## config.mk

```make
export PLATFORM = sky130hd
export DESIGN_NAME = adc_payload_to_ascii_line
export DESIGN_NICKNAME = d
export VERILOG_FILES = /design/src/rtl/apl_pkg.sv /design/src/rtl/apl_front.sv /design/src/rtl/apl_queue.sv /design/src/rtl/apl_back.sv /design/src/rtl/adc_payload_to_ascii_line.sv
export VERILOG_INCLUDE_DIRS = /design/src /design/src/rtl
export SDC_FILE = /design/constraint.sdc
export NUM_CORES = 1
export LEC_CHECK = 0
export BUFFER_PORTS_ARGS = -buffer_cell sky130_fd_sc_hd__buf_2
export CELL_PAD_IN_SITES_DETAIL_PLACEMENT = 0
export CELL_PAD_IN_SITES_GLOBAL_PLACEMENT = 1
export CORE_MARGIN = 1
export CORE_UTILIZATION = 55
export DETAILED_ROUTE_END_ITERATION = 10
export GPL_ROUTABILITY_DRIVEN = 0
export GPL_TIMING_DRIVEN = 0
export PLACE_DENSITY_LB_ADDON = 0.05
export SLEW_MARGIN = 20
export SYNTH_ARGS = -nofsm -noshare
export SYNTH_HDL_FRONTEND = slang
export SYNTH_SLANG_ARGS = --single-unit
```

## constraint.sdc

```tcl
create_clock -name i_clk -period 12.35 [get_ports i_clk]
set_input_delay 2.47 -clock i_clk [delete_from_list [all_inputs] [get_ports i_clk]]
set_output_delay 2.47 -clock i_clk [all_outputs]
set_load 0.05 [all_outputs]
```

## src/rtl/adc_payload_to_ascii_line_defines.svh

```systemverilog
// assertion macros shared by the rtl
`ifndef ADC_PAYLOAD_TO_ASCII_LINE_DEFINES_SVH
`define ADC_PAYLOAD_TO_ASCII_LINE_DEFINES_SVH

`ifndef NO_ASSERTIONS
// checked on every edge outside reset
`define APL_ASSERT_RST(lbl, prop, msg) \
    lbl: assert property (@(posedge i_clk) disable iff (!i_rst_n) prop) else $error(msg);
// checked on every edge, reset included
`define APL_ASSERT_ALWAYS(lbl, prop, msg) \
    lbl: assert property (@(posedge i_clk) prop) else $error(msg);
`else
`define APL_ASSERT_RST(lbl, prop, msg)
`define APL_ASSERT_ALWAYS(lbl, prop, msg)
`endif

`endif

```

## src/rtl/apl_pkg.sv

```systemverilog
package apl_pkg;

    localparam int QUEUE_DEPTH = 2;
    localparam int NUM_GRP     = 7;

    localparam logic [7:0]  PACKED_MARK = 8'hAA;
    localparam logic [2:0]  LAST_GRP    = 3'd6;
    localparam logic [2:0]  FIRST_X_GRP = 3'd5;
    localparam logic [2:0]  LAST_COL    = 3'd5;
    localparam logic [2:0]  NUM_DIGITS  = 3'd4;

    // x / 10 == (x * 0xCCCD) >> 19 for every 16-bit x
    localparam logic [15:0] RECIP_TEN   = 16'hCCCD;
    localparam int          RECIP_SHIFT = 19;

    localparam logic [6:0] CH_ZERO  = 7'h30;
    localparam logic [6:0] CH_X     = 7'h58;
    localparam logic [6:0] CH_COMMA = 7'h2C;
    localparam logic [6:0] CH_SPACE = 7'h20;
    localparam logic [6:0] CH_CR    = 7'h0D;
    localparam logic [6:0] CH_LF    = 7'h0A;

    typedef struct packed {
        logic                       simple;
        logic [NUM_GRP-1:0][15:0]   val;
    } t_item;

    typedef struct packed {
        logic  valid;
        t_item item;
    } t_qhead;

endpackage

```

## src/rtl/apl_front.sv

```systemverilog
module apl_front (
    input  logic [79:0]    i_payload,
    input  logic           i_valid,
    input  logic           i_q_full,
    output logic           o_ready,
    output logic           o_push,
    output apl_pkg::t_item o_item
);
    import apl_pkg::*;

    logic [7:0] w_b [10];

    always_comb begin
        for (int i = 0; i < 10; i++) begin
            w_b[i] = i_payload[i*8 +: 8];
        end
    end

    always_comb begin
        o_item.simple = (w_b[9] != PACKED_MARK);
        if (!o_item.simple) begin
            // six 10-bit readings packed msb first, then the iteration count
            o_item.val[0] = {6'b0, w_b[0], w_b[1][7:6]};
            o_item.val[1] = {6'b0, w_b[1][5:0], w_b[2][7:4]};
            o_item.val[2] = {6'b0, w_b[2][3:0], w_b[3][7:2]};
            o_item.val[3] = {6'b0, w_b[3][1:0], w_b[4]};
            o_item.val[4] = {6'b0, w_b[5], w_b[6][7:6]};
            o_item.val[5] = {6'b0, w_b[6][5:0], w_b[7][7:4]};
            o_item.val[6] = {8'b0, w_b[8]};
        end else begin
            for (int i = 0; i < 5; i++) begin
                o_item.val[i] = {w_b[2*i+1], w_b[2*i]};
            end
            o_item.val[5] = '0;
            o_item.val[6] = '0;
        end
    end

    assign o_ready = !i_q_full;
    assign o_push  = i_valid && !i_q_full;

endmodule

```

## src/rtl/apl_queue.sv

```systemverilog
module apl_queue #(
    parameter int DEPTH = apl_pkg::QUEUE_DEPTH
) (
    input  logic            i_clk,
    input  logic            i_rst_n,
    input  logic            i_push,
    input  apl_pkg::t_item  i_item,
    input  logic            i_pop,
    output logic            o_full,
    output apl_pkg::t_qhead o_head
);
    import apl_pkg::*;

    localparam int PW = $clog2(DEPTH);
    localparam int CW = $clog2(DEPTH + 1);

    t_item         r_mem [DEPTH];
    logic [PW-1:0] r_wptr;
    logic [PW-1:0] r_rptr;
    logic [CW-1:0] r_count;

    function automatic logic [PW-1:0] wrap_inc(input logic [PW-1:0] ptr);
        return (ptr == PW'(DEPTH - 1)) ? '0 : ptr + 1'b1;
    endfunction

    assign o_full       = (r_count == CW'(DEPTH));
    assign o_head.valid = (r_count != '0);
    assign o_head.item  = r_mem[r_rptr];

    always_ff @(posedge i_clk) begin
        if (i_push) begin
            r_mem[r_wptr] <= i_item;
        end
    end

    always_ff @(posedge i_clk) begin
        if (!i_rst_n) begin
            r_wptr  <= '0;
            r_rptr  <= '0;
            r_count <= '0;
        end else begin
            if (i_push) begin
                r_wptr <= wrap_inc(r_wptr);
            end
            if (i_pop) begin
                r_rptr <= wrap_inc(r_rptr);
            end
            if (i_push && !i_pop) begin
                r_count <= r_count + 1'b1;
            end else if (!i_push && i_pop) begin
                r_count <= r_count - 1'b1;
            end
        end
    end

endmodule

```

## src/rtl/apl_back.sv

```systemverilog
module apl_back (
    input  logic            i_clk,
    input  logic            i_rst_n,
    input  apl_pkg::t_qhead i_head,
    output logic            o_pop,
    input  logic            i_ready,
    output logic            o_valid,
    output logic [6:0]      o_char,
    output logic            o_last
);
    import apl_pkg::*;

    // converter: one divide-by-ten step per cycle, low digit first
    logic        r_cv_busy;
    logic [2:0]  r_cv_cnt;
    logic [15:0] r_cv_val;
    logic [3:0]  r_cv_dig [4];
    logic        r_cv_xx;
    logic [2:0]  r_cv_grp;
    logic [2:0]  r_fetch_grp;

    // group waiting for the emitter
    logic        r_nb_full;
    logic [3:0]  r_nb_dig [4];
    logic        r_nb_xx;
    logic [2:0]  r_nb_grp;

    // emitter
    logic        r_em_active;
    logic [2:0]  r_col;
    logic [2:0]  r_grp;
    logic [3:0]  r_dig [4];
    logic        r_xx;

    logic        r_out_valid;
    logic [6:0]  r_out_char;
    logic        r_out_last;

    logic [31:0] w_prod;
    logic [12:0] w_quot;
    logic [15:0] w_rem;
    logic        w_start;
    logic        w_done;
    logic        w_adv;
    logic        w_load;
    logic [6:0]  w_char;
    logic [3:0]  w_digit;

    assign w_prod = {16'b0, r_cv_val} * {16'b0, RECIP_TEN};
    assign w_quot = w_prod[RECIP_SHIFT +: 13];
    assign w_rem  = r_cv_val - {w_quot, 3'b0} - {2'b0, w_quot, 1'b0};

    assign w_start = !r_cv_busy && i_head.valid;
    assign w_done  = r_cv_busy && (r_cv_cnt == NUM_DIGITS) && !r_nb_full;
    assign o_pop   = w_start && (r_fetch_grp == LAST_GRP);

    assign w_adv  = !r_out_valid || i_ready;
    assign w_load = r_nb_full &&
                    (!r_em_active || (w_adv && (r_col == LAST_COL)));

    always_comb begin
        w_digit = r_dig[0];
        w_char  = CH_SPACE;
        unique case (r_col)
            3'd0: w_digit = r_dig[3];
            3'd1: w_digit = r_dig[2];
            3'd2: w_digit = r_dig[1];
            3'd3: w_digit = r_dig[0];
            default: w_digit = r_dig[0];
        endcase
        if (r_col < NUM_DIGITS) begin
            w_char = r_xx ? CH_X : CH_ZERO + {3'b0, w_digit};
        end else if (r_grp == LAST_GRP) begin
            w_char = (r_col == LAST_COL) ? CH_LF : CH_CR;
        end else begin
            w_char = (r_col == LAST_COL) ? CH_SPACE : CH_COMMA;
        end
    end

    always_ff @(posedge i_clk) begin
        if (!i_rst_n) begin
            r_cv_busy   <= 1'b0;
            r_cv_cnt    <= '0;
            r_fetch_grp <= '0;
            r_nb_full   <= 1'b0;
            r_em_active <= 1'b0;
            r_out_valid <= 1'b0;
        end else begin
            if (w_start) begin
                r_cv_busy   <= 1'b1;
                r_cv_cnt    <= '0;
                r_fetch_grp <= (r_fetch_grp == LAST_GRP) ? '0 : r_fetch_grp + 1'b1;
            end else if (r_cv_busy && r_cv_cnt != NUM_DIGITS) begin
                r_cv_cnt <= r_cv_cnt + 1'b1;
            end else if (w_done) begin
                r_cv_busy <= 1'b0;
            end

            if (w_done) begin
                r_nb_full <= 1'b1;
            end else if (w_load) begin
                r_nb_full <= 1'b0;
            end

            if (w_load) begin
                r_em_active <= 1'b1;
            end else if (r_em_active && w_adv && r_col == LAST_COL) begin
                r_em_active <= 1'b0;
            end

            if (w_adv) begin
                r_out_valid <= r_em_active;
            end
        end
    end

    always_ff @(posedge i_clk) begin
        if (w_start) begin
            r_cv_val <= i_head.item.val[r_fetch_grp];
            r_cv_xx  <= i_head.item.simple && (r_fetch_grp >= FIRST_X_GRP);
            r_cv_grp <= r_fetch_grp;
        end else if (r_cv_busy && r_cv_cnt != NUM_DIGITS) begin
            r_cv_dig[r_cv_cnt[1:0]] <= w_rem[3:0];
            r_cv_val                <= {3'b0, w_quot};
        end

        if (w_done) begin
            r_nb_dig <= r_cv_dig;
            r_nb_xx  <= r_cv_xx;
            r_nb_grp <= r_cv_grp;
        end

        if (w_load) begin
            r_dig <= r_nb_dig;
            r_xx  <= r_nb_xx;
            r_grp <= r_nb_grp;
            r_col <= '0;
        end else if (r_em_active && w_adv) begin
            r_col <= r_col + 1'b1;
        end

        if (w_adv) begin
            r_out_char <= w_char;
            r_out_last <= (r_grp == LAST_GRP) && (r_col == LAST_COL);
        end
    end

    assign o_valid = r_out_valid;
    assign o_char  = r_out_char;
    assign o_last  = r_out_last;

endmodule

```

## src/rtl/adc_payload_to_ascii_line.sv

```systemverilog
// Turns one 10-byte sensor payload into a 42-character ASCII line, seven
// four-digit groups "dddd, " with CR LF in place of the last separator, one
// character per output item; tlast marks the LF. Byte 9 equal to 0xAA selects
// packed mode (six 10-bit readings plus the byte-8 count), otherwise five
// little-endian 16-bit values are shown and the last two groups read XXXX.
// Each group shows the low four decimal digits. Characters go out one per cycle at
// full rate, paced by the output port; the decimal converter runs one
// divide-by-ten step per cycle, four per group, while the previous group is
// being sent. Up to Q_DEPTH payloads wait in the input queue.
`include "adc_payload_to_ascii_line_defines.svh"

module adc_payload_to_ascii_line #(
    parameter int Q_DEPTH = apl_pkg::QUEUE_DEPTH
) (
    input  logic        i_clk,
    input  logic        i_rst_n,
    input  logic        i_s_axis_tvalid,
    output logic        o_s_axis_tready,
    input  logic [79:0] i_s_axis_tdata,   // byte_0 .. byte_9, 8 bits each
    output logic        o_m_axis_tvalid,
    input  logic        i_m_axis_tready,
    output logic [7:0]  o_m_axis_tdata,   // text_char [6:0], zero [7]
    output logic        o_m_axis_tlast    // line_end
);
    import apl_pkg::*;

    logic   w_push;
    logic   w_full;
    logic   w_pop;
    t_item  w_item;
    t_qhead w_head;
    logic [6:0] w_char;

    apl_front u_front (
        .i_payload (i_s_axis_tdata),
        .i_valid   (i_s_axis_tvalid),
        .i_q_full  (w_full),
        .o_ready   (o_s_axis_tready),
        .o_push    (w_push),
        .o_item    (w_item)
    );

    apl_queue #(
        .DEPTH (Q_DEPTH)
    ) u_queue (
        .i_clk   (i_clk),
        .i_rst_n (i_rst_n),
        .i_push  (w_push),
        .i_item  (w_item),
        .i_pop   (w_pop),
        .o_full  (w_full),
        .o_head  (w_head)
    );

    apl_back u_back (
        .i_clk   (i_clk),
        .i_rst_n (i_rst_n),
        .i_head  (w_head),
        .o_pop   (w_pop),
        .i_ready (i_m_axis_tready),
        .o_valid (o_m_axis_tvalid),
        .o_char  (w_char),
        .o_last  (o_m_axis_tlast)
    );

    assign o_m_axis_tdata = {1'b0, w_char};

    `APL_ASSERT_RST(a_last_is_lf, o_m_axis_tvalid && o_m_axis_tlast |-> w_char == CH_LF, "line end not on LF")
    `APL_ASSERT_RST(a_pop_nonempty, w_pop |-> w_head.valid, "queue popped while empty")
    `APL_ASSERT_ALWAYS(a_reset_idle, !i_rst_n |=> !o_m_axis_tvalid, "output valid after reset")

endmodule

```

==> impl_metrics.toml <==
[critical_path]
ff2ff_setup_slack_ns = 5.68
cp_num_buf_inv = 4
worstReg2RegStart = "u_back.r_cv_val[5]"
worstPathRequired_ns = 12.69
slowest_stage = "edfxtp_1"
critPathMostFrequentCell = "ha_1"
cp.arrival_ns = 7.01
critical_path.max_fanout = 6
path_class = "reg2reg"
worstRegToRegCells = 23
critPathLaunchType = "register"
cp_cell_sequence = "ha_1, ha_1, ha_1, inv_1, fa_1, inv_1, fa_1, inv_1, fa_1, inv_1, ha_1, a21o_1, a21o_1, a221o_1, a211oi_1, nor2_1, mux2i_1, a211oi_1, ha_1, a221o_1, a311oi_1, xnor2_1, xnor2_1"
cp_top_family = "adder cells"
end_kind = "register"
critPathMaxStageDelay_ns = 0.55
r2r_end = "u_back.r_cv_dig[11]"

[hold_path]
min_from = "u_back.r_cv_dig[14]"
min_path_type = "reg2reg"
worstHoldEndpoint = "u_back.r_nb_dig[14]"
holdPathStages = 0

[timing]
setup_viol = 0
fin_skew_ns = 0.0123
finalHoldViolCount = 0
fin_crit_sh_pct = 54.0
relSlewSlack_pct = 43.0
worst_slack_ns = 5.68
worstMarginPinSlew_ns = 0.855
rsz0062_at_grt = "no"
fmax_ghz = 0.150
tns_ns = 0
slew_viol_final = 0
min_period_ns = 6.67

[cts]
path_clk_slew_ns = 0.06
cts_setup_buffers = 0
cts_num_sinks = 300
clockBufferDepth = 3
cts_tree = "built"
holdBufCountCts = 0
cts_buffers = 31
post_cts_resized = 0
h-tree-depth = 1
insertion_delay_ns = 0.57
cts-root-buf = "clkbuf_16"

[floorplanning]
row_count = 63
die_area_um2 = 31500
ioPinCount = 95
core_um2 = 30000
die_w_um = 177
initial_core_util_pct = 56.5
die_h_um = 177

[grt]
grt_overflow_total = 0
grt_usage_pct = 25.5
grt_first_pass_wirelength_mm = 59.5
grt_max_degree = 41
grt_antenna_before_repair = 0
grt_pass1_vias = 10490

[drt]
post_drt_wl_per_cell_um = 20.9
num_vias = 10292
viasPerCell = 5.60
drc = 0
routed_wl_mm = 38.5
first_pass_iters = 7
drtIter0Drc = 637
postRouteAntennaNets = 0

[logic_synthesis]
post-synth-top-count-cell = "edfxtp_1"
netlist_area_um2 = 16900
synth_nets = 1596
synth_edf_count = 282
synth_largest_area_cell = "edfxtp_1"
ys_top_cells_by_area = "edfxtp_1 50%, ha_1 11%, fa_1 9.5%"
synth_cell_types = 68
async_reset_ff_share_pct = 0
synth.top_cells.by_count = "282 x edfxtp_1, 186 x nand2_1, 158 x inv_1"
yosys.area.top_type_share_pct = 50.0
ys_ff_latch = 300
ys_warn_count = 0
synth_top_flop_cell = "edfxtp_1"
avgSynthCellArea_um2 = 13.1
synth_cells = 1289
yosysSeqAreaShare_pct = 52.1

[placement]
dp_hpwl_mm = 29.8
post_dp_cell_area_um2 = 18100
dp_slack_ns = 5.74
portBuffers = 93

[layout]
final_area_um2 = 19100
antenna_cells = 0
final_util_pct = 63.7
syn_to_final_growth_pct = 12.6
drive_above_1_share_pct = 15.5
nets = 1731

[job]
cap_violations = 0

[outcome]
outcome = "complete, no violations"
[how the worst max path moves through the flow]
| stage | start | slack (ns) | cells after the start | to |
|---|---|---|---|---|
| after floorplan | i_s_axis_tvalid | 5.08 | 2 | u_queue.r_mem[0][0] |
| after global placement | i_s_axis_tvalid | 2.62 | 3 | u_queue.r_mem[0][61] |
| after detailed placement | u_back.r_cv_val[7] | 5.74 | 21 | u_back.r_cv_dig[3] |
| after CTS | u_back.r_cv_val[5] | 5.68 | 23 | u_back.r_cv_dig[7] |
| after global routing | u_back.r_cv_val[5] | 5.33 | 23 | u_back.r_cv_dig[3] |
| final | u_back.r_cv_val[5] | 5.68 | 23 | u_back.r_cv_dig[11] |
[placed cells by master (no fill, tap or decap), types with 5 or more instances in the layout]
cell / instances
a21oi_1: 28
nor3_1: 5
xor2_1: 8
and3_1: 25
mux4_2: 42
clkbuf_16: 31
mux2i_1: 28
o21a_1: 8
nor2b_1: 8
o22ai_1: 5
ha_1: 143
dfxtp_1: 18
nand3_1: 12
nand2_1: 186
edfxtp_1: 282
inv_1: 158
or3_1: 5
o221ai_1: 6
xnor2_1: 16
a21o_1: 7
clkbuf_1: 37
nor2_1: 37
clkinv_1: 8
buf_2: 103
o21ai_0: 23
fa_1: 80
and2_1: 32
[flip-flops by register name (all words and copies together) (netlist names), 7 cells and up, named ones only]
name,flops
u_back.r_nb_dig,16
u_queue.r_mem,198
u_back.r_dig,16
u_back.r_cv_dig,16
u_back.r_cv_val,16
u_back.o_char,7
[per-layer routing]
| layer | track usage [%] | wire, um |
|---|---|---|
| met1 | 33.7 | 16100 |
| met2 | 43.7 | 19300 |
| met3 | 2.91 | 1860 |
| met4 | 8.83 | 1290 |
| met5 | 0 | 0 |
[area by class of cell]
cell class | count | area [um^2]
fillers | 2376 | 10900
flip-flops and latches | 300 | 8830
multi-input cells | 785 | 7340
clock buffers | 41 | 843
repair buffers | 102 | 631
inverters | 159 | 597
well taps | 390 | 488
plain buffers | 45 | 189
clock inverters | 17 | 151
[cell families after synthesis]
group           after synthesis  share of synthesized area, %
fa+ha+maj                   223                          20.0
compound gates              125                          5.26
other cells                   1                        0.0221
buf+inv                     204                          4.64
mux                          71                          7.31
xor+xnor                     24                          1.24
flops                       300                          52.1
simple gates                341                          9.40
[worst register-to-register path, cell delays in order, from the launching register on]
cell and delay, ns:
edfxtp_1 0.55, ha_1 0.46, ha_1 0.32, ha_1 0.14
inv_1 0.05, fa_1 0.49, inv_1 0.05, fa_1 0.52
inv_1 0.06, fa_1 0.55, inv_1 0.05, ha_1 0.33
a21o_1 0.17, a21o_1 0.17, a221o_1 0.39, a211oi_1 0.26
nor2_1 0.10, mux2i_1 0.15, a211oi_1 0.29, ha_1 0.32
a221o_1 0.34, a311oi_1 0.27, xnor2_1 0.12, xnor2_1 0.31
[through the flow]
| stage | hold WS, ns | std cells |
|---|---|---|
| 2_1_floorplan | 0.400 | 1289 |
| 3_3_place_gp | 0.402 | 1772 |
| 3_5_place_dp | 0.405 | 1781 |
| 4_1_cts | 0.413 | 1839 |
| 5_1_grt | 0.419 | 1839 |
| 6_report | 0.412 | 1839 |
Power is not shown: default switching activity piles up to over one toggle a cycle in this logic, so the estimate is an artifact.
